## src/rtl/led_pkg.sv

```systemverilog
`default_nettype none

package led_pkg;

    // Default number of stored columns.
    localparam int LED_MAX_COLUMNS = 64;

    // Field widths of the beats on either side and of the configuration register.
    localparam int LED_BYTE_W   = 8;
    localparam int LED_ACTION_W = 3;
    localparam int LED_COUNT_W  = 7;
    localparam int LED_CFG_W    = 7;

    // Reset value of the line width register.
    localparam logic [LED_CFG_W-1:0] LED_WIDTH_RESET = 7'd40;

    // Keyboard codes handled by the discipline.
    localparam logic [LED_BYTE_W-1:0] BYTE_EOF        = 8'd4;
    localparam logic [LED_BYTE_W-1:0] BYTE_KILL       = 8'd21;
    localparam logic [LED_BYTE_W-1:0] BYTE_WERASE     = 8'd23;
    localparam logic [LED_BYTE_W-1:0] BYTE_SPACE      = 8'd32;
    localparam logic [LED_BYTE_W-1:0] BYTE_LAST_PRINT = 8'd126;
    localparam logic [LED_BYTE_W-1:0] BYTE_ERASE      = 8'd127;

    // Result action codes.
    localparam logic [LED_ACTION_W-1:0] ACT_ECHO   = 3'd0;
    localparam logic [LED_ACTION_W-1:0] ACT_WRAP   = 3'd1;
    localparam logic [LED_ACTION_W-1:0] ACT_RUBOUT = 3'd2;
    localparam logic [LED_ACTION_W-1:0] ACT_BELL   = 3'd3;
    localparam logic [LED_ACTION_W-1:0] ACT_EXIT   = 3'd4;

    // Configuration register index.
    localparam logic REG_LINE_WIDTH = 1'b0;

    // Controller states.
    typedef enum logic [1:0] {
        ST_IDLE,
        ST_SKIP,
        ST_WORD,
        ST_DONE
    } t_state;

    // Shift command that every cell of the column stack obeys.
    typedef struct packed {
        logic push;
        logic pop;
    } t_shift_op;

endpackage

`default_nettype wire

```

## src/rtl/led_cell.sv

```systemverilog
`default_nettype none

module led_cell
    import led_pkg::*;
(
    input  wire logic      i_clk,
    input  wire t_shift_op i_op,
    input  wire logic      i_from_prev,
    input  wire logic      i_from_next,
    output logic           o_bit
);

    logic r_bit;
    logic n_bit;

    // A push takes the neighbour nearer the top, a pop the one further down.
    always_comb begin
        n_bit = r_bit;
        if (i_op.push) begin
            n_bit = i_from_prev;
        end else if (i_op.pop) begin
            n_bit = i_from_next;
        end
    end

    always_ff @(posedge i_clk) begin
        r_bit <= n_bit;
    end

    assign o_bit = r_bit;

endmodule

`default_nettype wire

```

## src/rtl/line_edit_discipline_top.sv

```systemverilog
`default_nettype none
// Line editing discipline for a raw keyboard byte stream.
// Input beats arrive on s_axis (tdata holds one keyboard byte). Each beat gives
// at most one result beat on m_axis: echo, newline then echo, rub out with a
// column count, bell or exit. Erase, kill and word erase with nothing to rub
// out give no result. After exit every input beat is taken and dropped.
// The line width register sits at APB address 0 and is to be written only while
// the block is idle, which the block itself does not enforce; pready is always high.
// The per-column space flags live in a row of cells working as a stack, the
// newest column at the front. A printable byte pushes, an erase pops.
// The result beat of an accepted byte enters the output register in the next
// cycle. A word erase scans one column per cycle, first the trailing spaces,
// then the word, at most MAX_COLUMNS columns; a step at the boundary issues
// the result once the output register is free, and no input is taken meanwhile.
// Other bytes accept one beat per cycle while results are taken.
// A stalled receiver holds the result in the output register; the next input
// beat is taken in the cycle that the pending result leaves.
// Synchronous reset empties the line, clears exit and sets the width to 40.

module line_edit_discipline_top
    import led_pkg::*;
#(
    parameter int MAX_COLUMNS = LED_MAX_COLUMNS
) (
    input  wire logic        i_clk,
    input  wire logic        i_rst_n,
    // Input stream: tdata[7:0] in_byte.
    input  wire logic        s_axis_tvalid,
    output logic             s_axis_tready,
    input  wire logic [7:0]  s_axis_tdata,
    // Result stream: tdata[2:0] action, [10:3] echo_char, [17:11] rubout_count,
    // [23:18] zero.
    output logic             m_axis_tvalid,
    input  wire logic        m_axis_tready,
    output logic [23:0]      m_axis_tdata,
    // Configuration port.
    input  wire logic        psel,
    input  wire logic        penable,
    input  wire logic        pwrite,
    input  wire logic [2:0]  paddr,
    input  wire logic [31:0] pwdata,
    output logic [31:0]      prdata,
    output logic             pready
);

    localparam int LW = $clog2(MAX_COLUMNS + 1);
    localparam int CW = (LW > LED_CFG_W) ? LW : LED_CFG_W;

    // Configuration register.
    logic [LED_CFG_W-1:0] r_line_width;
    logic                 cfg_write;

    assign pready    = 1'b1;
    assign cfg_write = psel && penable && pwrite && (paddr[2] == REG_LINE_WIDTH);
    assign prdata    = (paddr[2] == REG_LINE_WIDTH)
                       ? {{(32 - LED_CFG_W){1'b0}}, r_line_width} : 32'd0;

    always_ff @(posedge i_clk) begin
        if (!i_rst_n) begin
            r_line_width <= LED_WIDTH_RESET;
        end else if (cfg_write) begin
            r_line_width <= pwdata[LED_CFG_W-1:0];
        end
    end

    // Effective width, clamped to one and to the number of cells.
    logic [CW-1:0] width_ext;
    logic [CW-1:0] eff_width;

    always_comb begin
        width_ext = CW'(r_line_width);
        if (r_line_width == '0) begin
            eff_width = CW'(1);
        end else if (width_ext > CW'(MAX_COLUMNS)) begin
            eff_width = CW'(MAX_COLUMNS);
        end else begin
            eff_width = width_ext;
        end
    end

    // Column stack: cell 0 holds the newest column.
    t_shift_op            shift_op;
    logic                 new_bit;
    logic [MAX_COLUMNS:0] chain;
    logic                 top_is_space;

    assign chain[MAX_COLUMNS] = 1'b0;

    for (genvar g = 0; g < MAX_COLUMNS; g++) begin : g_cells
        logic from_prev;
        if (g == 0) begin : g_head
            assign from_prev = new_bit;
        end else begin : g_body
            assign from_prev = chain[g-1];
        end
        led_cell u_cell (
            .i_clk       (i_clk),
            .i_op        (shift_op),
            .i_from_prev (from_prev),
            .i_from_next (chain[g+1]),
            .o_bit       (chain[g])
        );
    end

    assign top_is_space = chain[0];

    // Controller registers.
    t_state               r_state, n_state;
    logic [LW-1:0]        r_len, n_len;
    logic [LW-1:0]        r_cnt, n_cnt;
    logic                 r_out_valid, n_out_valid;
    logic [LED_ACTION_W-1:0] r_out_action, n_out_action;
    logic [LED_BYTE_W-1:0]   r_out_echo, n_out_echo;
    logic [LED_COUNT_W-1:0]  r_out_count, n_out_count;

    logic          accept;
    logic          out_free;
    logic          printable;
    logic [CW-1:0] len_ext;
    logic [CW-1:0] cnt_ext;

    assign out_free      = !r_out_valid || m_axis_tready;
    assign s_axis_tready = (r_state == ST_DONE) || ((r_state == ST_IDLE) && out_free);
    assign accept        = s_axis_tvalid && s_axis_tready;
    assign printable     = (s_axis_tdata >= BYTE_SPACE) && (s_axis_tdata <= BYTE_LAST_PRINT);
    assign new_bit       = (s_axis_tdata == BYTE_SPACE);
    assign len_ext       = CW'(r_len);
    assign cnt_ext       = CW'(r_cnt);

    // Next state, line length, stack shifts and result beat.
    always_comb begin
        n_state      = r_state;
        n_len        = r_len;
        n_cnt        = r_cnt;
        n_out_valid  = r_out_valid && !m_axis_tready;
        n_out_action = r_out_action;
        n_out_echo   = r_out_echo;
        n_out_count  = r_out_count;
        shift_op     = '0;

        case (r_state)
            ST_IDLE: begin
                if (accept) begin
                    if ((s_axis_tdata == BYTE_EOF) && (r_len == '0)) begin
                        n_out_valid  = 1'b1;
                        n_out_action = ACT_EXIT;
                        n_out_echo   = '0;
                        n_out_count  = '0;
                        n_state      = ST_DONE;
                    end else if (s_axis_tdata == BYTE_ERASE) begin
                        if (r_len != '0) begin
                            shift_op.pop = 1'b1;
                            n_len        = r_len - LW'(1);
                            n_out_valid  = 1'b1;
                            n_out_action = ACT_RUBOUT;
                            n_out_echo   = '0;
                            n_out_count  = LED_COUNT_W'(1);
                        end
                    end else if (s_axis_tdata == BYTE_KILL) begin
                        if (r_len != '0) begin
                            n_len        = '0;
                            n_out_valid  = 1'b1;
                            n_out_action = ACT_RUBOUT;
                            n_out_echo   = '0;
                            n_out_count  = len_ext[LED_COUNT_W-1:0];
                        end
                    end else if (s_axis_tdata == BYTE_WERASE) begin
                        n_cnt   = '0;
                        n_state = ST_SKIP;
                    end else if (printable) begin
                        shift_op.push = 1'b1;
                        n_out_valid   = 1'b1;
                        n_out_echo    = s_axis_tdata;
                        n_out_count   = '0;
                        if (len_ext >= eff_width) begin
                            n_len        = LW'(1);
                            n_out_action = ACT_WRAP;
                        end else begin
                            n_len        = r_len + LW'(1);
                            n_out_action = ACT_ECHO;
                        end
                    end else begin
                        n_out_valid  = 1'b1;
                        n_out_action = ACT_BELL;
                        n_out_echo   = '0;
                        n_out_count  = '0;
                    end
                end
            end
            // Word erase, first pass: drop trailing spaces.
            ST_SKIP: begin
                if ((r_len != '0) && top_is_space) begin
                    shift_op.pop = 1'b1;
                    n_len        = r_len - LW'(1);
                    n_cnt        = r_cnt + LW'(1);
                end else begin
                    n_state = ST_WORD;
                end
            end
            // Word erase, second pass: drop the word, then report the count if it is not zero.
            ST_WORD: begin
                if ((r_len != '0) && !top_is_space) begin
                    shift_op.pop = 1'b1;
                    n_len        = r_len - LW'(1);
                    n_cnt        = r_cnt + LW'(1);
                end else if (r_cnt == '0) begin
                    n_state = ST_IDLE;
                end else if (out_free) begin
                    n_out_valid  = 1'b1;
                    n_out_action = ACT_RUBOUT;
                    n_out_echo   = '0;
                    n_out_count  = cnt_ext[LED_COUNT_W-1:0];
                    n_state      = ST_IDLE;
                end
            end
            ST_DONE: begin
                n_state = ST_DONE;
            end
            default: begin
                n_state = ST_IDLE;
            end
        endcase
    end

    // Control registers.
    always_ff @(posedge i_clk) begin
        if (!i_rst_n) begin
            r_state     <= ST_IDLE;
            r_len       <= '0;
            r_cnt       <= '0;
            r_out_valid <= 1'b0;
        end else begin
            r_state     <= n_state;
            r_len       <= n_len;
            r_cnt       <= n_cnt;
            r_out_valid <= n_out_valid;
        end
    end

    // Result payload.
    always_ff @(posedge i_clk) begin
        r_out_action <= n_out_action;
        r_out_echo   <= n_out_echo;
        r_out_count  <= n_out_count;
    end

    assign m_axis_tvalid = r_out_valid;
    assign m_axis_tdata  = {6'd0, r_out_count, r_out_echo, r_out_action};

    // The line never holds more columns than there are cells.
    assert property (@(posedge i_clk) disable iff (!i_rst_n)
        r_len <= LW'(MAX_COLUMNS))
        else $error("line length beyond the column stack");

    // The stack never pushes and pops in the same cycle.
    assert property (@(posedge i_clk) disable iff (!i_rst_n)
        !(shift_op.push && shift_op.pop))
        else $error("push and pop together");

    // A pop only happens on a non-empty line and shortens it by one.
    assert property (@(posedge i_clk) disable iff (!i_rst_n)
        shift_op.pop |-> (r_len != '0) && (n_len == r_len - LW'(1)))
        else $error("pop on an empty line");

    // No input is taken while a word erase scans.
    assert property (@(posedge i_clk) disable iff (!i_rst_n)
        ((r_state == ST_SKIP) || (r_state == ST_WORD)) |-> !s_axis_tready)
        else $error("input taken during a word erase scan");

    // After exit no new result beat appears.
    assert property (@(posedge i_clk) disable iff (!i_rst_n)
        ((r_state == ST_DONE) && (!r_out_valid || m_axis_tready)) |=> !r_out_valid)
        else $error("result issued after exit");

endmodule

`default_nettype wire

```

## config.mk

```make
export PLATFORM = sky130hd
export DESIGN_NAME = line_edit_discipline_top
export DESIGN_NICKNAME = d
export VERILOG_FILES = /design/src/rtl/led_pkg.sv /design/src/rtl/led_cell.sv /design/src/rtl/line_edit_discipline_top.sv
export SDC_FILE = /design/constraint.sdc
export NUM_CORES = 1
export LEC_CHECK = 0
export BUFFER_PORTS_ARGS = -buffer_cell sky130_fd_sc_hd__buf_2
export CAP_MARGIN = 20
export CORE_ASPECT_RATIO = 1.75
export CORE_UTILIZATION = 39
export CTS_CLUSTER_DIAMETER = 200
export DETAILED_ROUTE_END_ITERATION = 10
export HOLD_SLACK_MARGIN = 0.05
export PLACE_DENSITY = 0.61
export SLEW_MARGIN = 20
export SYNTH_ARGS = -nofsm -noshare
export SYNTH_HDL_FRONTEND = slang
export SYNTH_HIERARCHICAL = 1
export SYNTH_SLANG_ARGS = --single-unit
```

## constraint.sdc

```tcl
create_clock -name i_clk -period 20.7 [get_ports i_clk]
set_input_delay 1.035 -clock i_clk [delete_from_list [all_inputs] [get_ports i_clk]]
set_output_delay 1.035 -clock i_clk [all_outputs]
set_load 0.02 [all_outputs]
```

* Word level (Yosys, flattened, before mapping)
Cells that the tools add are included. W data, S select, Z words.
Word-level totals: bits in registers 106, RAM bits 0, memory bits (read-only) 0, bits in latches 0, output and inout port bits 59, word-level logic and storage cells 355, memories 0, input bits 50
Cells by class: order comparisons 4, bitwise logic cells 1, $add $sub $neg 3, divide/modulo/power cells 0, shift operators 0, muxes and demuxes 217, reduce and logical (&&, ||, !) cells 28, equal/unequal tests 30, $mul 0
Operator list (number):
- $mux W7 | 31
- $mux W1 | 147
- $mux W8 | 10
- $pmux W7 S3 | 2
- $mux W3 | 10
- $mux W2 | 11
- $logic_not A7 Y1 | 3
- $ne A2 B2 Y1 const B | 10
- $eq A8 B5 Y1 const B | 2
- $pmux W8 S2 | 1
- $reduce_and A8 Y1 | 2
- $add A7 B1 Y7 const B | 2
- $pmux W7 S2 | 1
- $logic_and A1 B1 Y1 | 10
- $ne A3 B3 Y1 const B | 3
- $reduce_and A9 Y1 | 1
- $eq A8 B3 Y1 const B | 1
- $eq A8 B6 Y1 const B | 1
- $eq A8 B7 Y1 const B | 1
- $ge A8 B6 Y1 const B | 1
- $le A8 B7 Y1 const B | 1
- $ne A4 B3 Y1 const B | 2
- $pmux W2 S4 | 1
- $ge A7 B7 Y1 | 1
- 22 further kinds | 28

* Logic depth before layout (Yosys ltp)
Gate-level depths: netlist of the first run.
word-level depth 12, mapped depth 11, mapped depth without buffers 11

* Hierarchy
The synthesis of the first run kept the hierarchy.
By module, submodules not included:
- led_cell | seq. area each 30.0 um2, times used 64, area an instance 51.3 um2, cells each 3
- line_edit_discipline_top | seq. area each 1021.0 um2, times used 1, area an instance 2856.5 um2, cells each 335

* Worst setup path before layout of the first run
No wires, ideal clock.
path type input to register, from in m_axis_tready, to reg g_cells[0].u_cell.r_bit, data pin, slack 9.087 ns, cell stages on the path 6, setup time 0.187 ns, data arrival time 11.426 ns, buffers on the path 0, cells stage by stage nand2b_1 > a21o_1 > and2_1 > nand2_1 > nor3_1 > mux2_4
RTL lines:
- start, declared | line line_edit_discipline_top.sv:34 | input wire logic m_axis_tready,
- end signal, assigned | line led_cell.sv:27 | r_bit <= n_bit;
- end, declared | line led_cell.sv:13 | logic r_bit;

* Worst setup path in the final report of the first run
from reg r_len[0], in the netlist len_ext[0], to reg r_out_count[0] (enable)
Between the ends: longest elaborated chain between the ends 4, elaborated cells between the ends (all ways) 9, those cells by class 4 x eq/ne; 5 x reduce/logical
Ends and longest elaborated chain:
- start, declared | line line_edit_discipline_top.sv:109 | logic [LW-1:0] r_len, n_len;
- start signal, assigned | line line_edit_discipline_top.sv:234 | r_len <= n_len;
- $logic_not A7 Y1 / $reduce_bool A7 Y1 (equally long branches)
- $logic_and A1 B1 Y1, on equally long branches | line line_edit_discipline_top.sv:144, line_edit_discipline_top.sv:202
- $ne A5 B5 Y1 (no source line), or another cell as far along
- $reduce_and A8 Y1 (no source line) *
- end signal, assigned | line line_edit_discipline_top.sv:244 | r_out_count <= n_out_count;
- end, declared | line line_edit_discipline_top.sv:114 | logic [LED_COUNT_W-1:0] r_out_count, n_out_count;
Every way passes the cells marked *; elsewhere a longest branch is shown, timed or not. A chain may end at the register's enable or synchronous reset.

==> impl_metrics.toml, run 1 <==
[run_status]
status = "complete, no violations"

[yosys]
synth_edf_count = 82
synth.avg_cell_area_sq_um = 11.7
async_flop_share_pct = 0
yosysSeqAreaShare_pct = 47.9
yosys-top-cells-area = "edfxtp_1 40%, mux2_4 16%, dfxtp_1 7.8%, or2_1 6.6%, buf_4 4.0%"
ys_seq_elements = 106
yosysWarnings = 6
yosysTopAreaCell = "edfxtp_1"
synth-main-ff-cell = "edfxtp_1"
syn_inst = 527
synth_top_area_share_pct = 40.1
synth_area_sq_um = 6140
ys_types = 53

[final_layout]
fin_nets = 644
diodes = 0
syn_to_final_growth_pct = 11.6
drive_gt1_share_pct = 24.7
fillers = 1436

[routing]
drtPass1Iterations = 4
routed_via_density = 5.25
drt_iter0_markers = 184
wl_per_cell_um = 15.9
route.detailed.drc = 0
vias = 4039
routed_wl_mm = 12.2
ant_nets = 0

[placed_design]
port_buffers = 49
place_hpwl_mm = 8.61
routabilityCongestion = 0.832

[global_route]
overflow = 0
grt_pass1_vias = 4112
grt_usage_pct = 15.4
antenna_found_initial = 0
grt_pass1_wl_mm = 20.3
grt_max_degree = 96

[setup_path]
arrival_ns = 3.44
crit_path_start_kind = "register"
critPathMaxFanout = 12
endpoint_kind = "register"
crit_required_ns = 20.72
worstSetupPathType = "register to register"

[clock_network]
clockRootBuffer = "clkbuf_16"
postCtsHoldBufs = 0
path_clk_slew_ns = 0.07
clock_latency_ns = 0.34
htree_num_levels = 3
clock_sinks = 106
cts_tree = "done"
cts_made_buffers = 9
postCtsSetupBuffers = 0
postCtsResizedCells = 0
clockBufferDepth = 2

[worst_hold_path]
hold_path.class = "register to register"

[flow_run]
drv_cap = 0

[timing]
slew_headroom_pct = 25.7
finalHoldViolations = 0
post-route-period-util_pct = 16.5
fin_hold_ws_ns = 0.512
post-route-min-period_ns = 3.42
worstMarginPinSlew_ns = 1.10
setup_viol = 0
drv_slew = 0
rsz0062_at_grt = "false"
clock_skew_ns = 0.00439
fmax_mhz = 293
tns_ns = 0

[die]
num_rows = 60
initial_core_util_pct = 39.9
die_w_um = 96.8
core_region_area_sq_um = 15400
ios = 109
fp.dieH_um = 168
dieArea_sq_um = 16300

[pwr]
total_power_w = 0.000863
vdd_drop_max_uv = 48.8
p_per_area_nw_per_um2 = 126
leakagePower_nw = 2.83
==> metrics by stage <==
| stage | utilization, % | std cells | area, sq um | setup WS (ns) |
|---|---|---|---|---|
| after floorplan | - | 558 | 6260 | 9.09 |
| after global placement | 42.1 | 754 | 6470 | 16.90 |
| after detailed placement | 42.1 | 754 | 6470 | 16.89 |
| after CTS | 44.5 | 770 | 6850 | 17.24 |
| after global routing | 44.5 | 770 | 6850 | 16.97 |
| final | 44.5 | 770 | 6850 | 17.28 |
==> cell usage in the layout, fill, tap and decap left out, types with 9 or more instances in the layout <==
cell type,netlist,final
a21oi_1,20,20
buf_2,2,49
clkbuf_16,0,9
conb_1,2,33
dfxtp_1,24,24
edfxtp_1,82,82
ha_1,15,15
inv_1,11,11
mux2_4,64,64
nand2_1,26,26
nand3_1,10,10
nor2_1,36,36
nor2b_1,14,14
nor3_1,11,9
o21ai_0,12,12
or2_1,65,65
==> final timing paths <==
check	start	end	slack (ns)	cells past startpoint
hold reg to reg	r_state[1]$_SDFFE_PN0P_	r_state[1]$_SDFFE_PN0P_	0.51	2
hold / removal	r_state[1]$_SDFFE_PN0P_	r_state[1]$_SDFFE_PN0P_	0.51	2
setup / recovery	len_ext[0]$_SDFFE_PN0P_	r_out_count[0]$_DFFE_PP_	17.28	8
setup reg to reg	len_ext[0]$_SDFFE_PN0P_	r_out_count[0]$_DFFE_PP_	17.28	8
==> sequential cells by signal, indices dropped and copies added, names as in the netlist <==
signal,flops
g_cells.u_cell/o_bit,64
m_axis_tvalid,1
cnt_ext,7
len_ext,7
r_line_width,7
r_out_count,7
r_state,2
r_out_echo,8
r_out_action,3
==> cell families (layout without fill, tap and decap cells) <==
| family | count (synthesis) | in the layout | synth area share, % |
|---|---|---|---|
| buffers and inverters | 53 | 79 | 5.42 |
| other | 2 | 33 | 0.122 |
| DFF | 106 | 106 | 47.9 |
| muxes | 71 | 71 | 16.8 |
| AOI/OAI and AO/OA | 81 | 81 | 8.52 |
| and+or+nand+nor | 199 | 199 | 18.2 |
| adders and majority gates | 15 | 15 | 3.06 |
==> Yosys cell counts (2+ instances only) <==
master,count
buf_4,33
and3_1,7
or3b_1,2
a21oi_1,20
a21boi_1,3
o21ai_0,12
nand4b_1,2
buf_2,2
o31ai_1,2
nand2b_1,3
o21a_1,3
or2_1,65
mux2_4,64
a211oi_1,3
o211ai_1,3
nor4_1,2
nor2_1,36
nand2_1,26
ha_1,15
o22ai_1,7
a22oi_1,8
and2_1,3
nor3b_1,2
nor3_1,11
nand4_1,2
a22o_1,5
inv_1,11
edfxtp_1,82
mux2i_1,7
nor2b_1,14
a21o_1,4
conb_1,2
nand3_1,10
dfxtp_1,24
o21ai_1,6
or2_2,2
or3_1,3
clkbuf_1,6
==> metal layers <==
metal | wire length (um) | GRT usage, % | vias up | part of all wire [%]
li1 | - | - | 1952 | -
met1 | 4880 | 17.1 | 1939 | 40
met2 | 6520 | 27.9 | 115 | 53
met3 | 405 | 3.03 | 33 | 3.3
met4 | 408 | 7.66 | 0 | 3.3
met5 | 0 | 0 | - | 0
==> power by group <==
group,leakage [nW],internal [W],switching [W]
Combinational,1.70,0.000134,0.000175
Clock,0.178,0.000132,0.0000798
Sequential,0.951,0.000309,0.0000331
Total,2.83,0.000575,0.000288
==> cell type report <==
| class | instances | area [sq um] | share of cell area [%] |
|---|---|---|---|
| clock inverter | 7 | 148 | 2.15 |
| tap | 186 | 233 | 3.40 |
| inverter | 11 | 41.3 | 0.603 |
| timing repair buffer | 52 | 272 | 3.96 |
| clock buffer | 9 | 225 | 3.29 |
| multi-input combinational | 399 | 2990 | 43.6 |
| sequential | 106 | 2940 | 43.0 |
==> worst max-delay path, cell delays in order, from the launching register on <==
cell and delay, ns:
dfxtp_1 0.38, inv_1 0.13, ha_1 0.20, or3b_1 0.45, nor4_2 0.55, o21ai_0 0.25
o21ai_0 0.19, and3_1 0.51, and2_1 0.41
Power figures use the tool's default switching activity.
==> run 2: changes to the inputs <==
clock period = 3.4 ns   (was 20.7 ns; I/O delays follow)
==> impl_metrics.toml, run 2 (synthesized netlist as in run 1, its figures left out) <==
[routing]
ant_nets = 0
routed_wl_mm = 12.2
route.detailed.drc = 0
routed_via_density = 5.20
vias = 4019
wl_per_cell_um = 15.8
drt_iter0_markers = 230
drtPass1Iterations = 4

[placed_design]
port_buffers = 49
place_hpwl_mm = 8.54
routabilityCongestion = 0.782

[global_route]
met1_usage_pct = 18.1
grt_pass1_vias = 4173
antenna_found_initial = 0
grt_pass1_wl_mm = 20.3
use_met2_pct = 26.4
top_usage_layer = "met2"
use_met3_pct = 4.11
grt_usage_pct = 15.5
grt_max_degree = 129
overflow = 0

[timing]
fin_hold_ws_ns = 0.0701
slew_headroom_pct = 40.3
worstMarginPinSlew_ns = 0.887
finalHoldViolations = 0
fmax_mhz = 344
rsz0062_at_grt = "false"
setup_viol = 0
clock_skew_ns = 0.0105
drv_slew = 0
post-route-period-util_pct = 85.6
tns_ns = 0
post-route-min-period_ns = 2.91

[pwr]
vdd_drop_max_uv = 349
p_per_area_nw_per_um2 = 740
leakagePower_nw = 2.83

[clock_network]
cts_tree = "done"
clockBufferDepth = 2
clock_latency_ns = 0.36
clockRootBuffer = "clkbuf_16"
postCtsSetupBuffers = 0
path_clk_slew_ns = 0.08
clock_sinks = 106
cts_made_buffers = 9
htree_num_levels = 3
postCtsResizedCells = 0

[final_layout]
drive_gt1_share_pct = 25.9
largest_reg_flops = 64
fin_nets = 647
fillers = 1442
regArea_sq_um = 2950
final_cell_mix = "82 x edfxtp_1, 65 x or2_1, 64 x mux2_4"
diodes = 0
syn_to_final_growth_pct = 11.8
multi_input_area_sq_um = 3030
final_common_cell = "edfxtp_1"

[die]
dieArea_sq_um = 16300
fp.dieH_um = 168
die_w_um = 96.8
ios = 109
initial_core_util_pct = 39.9
num_rows = 60
core_region_area_sq_um = 15400

[setup_path]
crit_path_start_kind = "register"
arrival_ns = 3.02
endpoint_kind = "register"
crit_required_ns = 3.51
critPathMaxFanout = 10
worstSetupPathType = "register to register"

[flow_run]
drv_cap = 0

[worst_hold_path]
hold_path.class = "input port to register"

[run_status]
status = "complete, no violations"
-- run 2: cell types whose count changed in the layout (fill, tap and decap cells not counted), sizes merged --
cell,before,now
clkinv,0,2
inv,13,16
bufinv,4,0
clkinvlp,1,0
dlygate4sd3,0,3
-- run 2: report_power, final --
part	switching, W	leakage, nW	internal, W	total [W]
sequential	0.000204	0.952	0.00188	0.00208
combinational	0.00106	1.73	0.000870	0.00193
clock	0.000530	0.150	0.000528	0.00106
-- run 2: final timing paths --
kind	cells past startpoint	slack, ns	start	endpoint
worst max register to register	8	0.49	len_ext[0]$_SDFFE_PN0P_	r_out_count[6]$_DFFE_PP_
worst min register to register	2	0.49	r_state[1]$_SDFFE_PN0P_	r_state[1]$_SDFFE_PN0P_
worst max-delay path	8	0.49	len_ext[0]$_SDFFE_PN0P_	r_out_count[6]$_DFFE_PP_
worst min-delay path	3	0.07	pwdata[1]	r_line_width[1]$_SDFFE_PN0P_
-- run 2: stage by stage --
step | setup slack [ns] | area [sq um] | utilization (%) | power, W | cells
4_1_cts | 0.490 | 6860 | 44.6 | 0.00513 | 773
6_report | 0.491 | 6860 | 44.6 | 0.00508 | 773
2_1_floorplan | -1.30 | 6310 | - | 0.00364 | 558
3_3_place_gp | 0.581 | 6530 | 42.4 | 0.00398 | 754
3_5_place_dp | 0.511 | 6530 | 42.4 | 0.00404 | 754
5_1_grt | 0.327 | 6860 | 44.6 | 0.00537 | 773
-- run 2: critical path, stage by stage (launching register included) --
cell	delay [ns]
dfxtp_1	0.37
inv_1	0.13
ha_1	0.21
or3b_1	0.45
or4_1	0.58
nor3_4	0.29
or2_2	0.28
nor2_1	0.15
a22o_1	0.21
-- run 2: area by class of cell --
class / count / area share, %
Tap cell: 186 / 3.39
Clock buffer: 9 / 3.28
Timing Repair Buffer: 55 / 4.52
Sequential cell: 106 / 42.9
Inverter: 11 / 0.602
Clock inverter: 7 / 1.19
Multi-Input combinational cell: 399 / 44.1
-- run 2: per-layer routing --
layer  vias up  wire, um
li1       1964         -
met1      1925      5140
met2       108      6210
met3        22       540
met4         0       300
met5         -         0
-- run 2: what timing repair did --
| item | 4_1_cts | 5_1_grt |
|---|---|---|
| hold buffers | 3 | 0 |
| hold endpoints to repair | 3 | 0 |
| setup endpoints to repair | 0 | 0 |
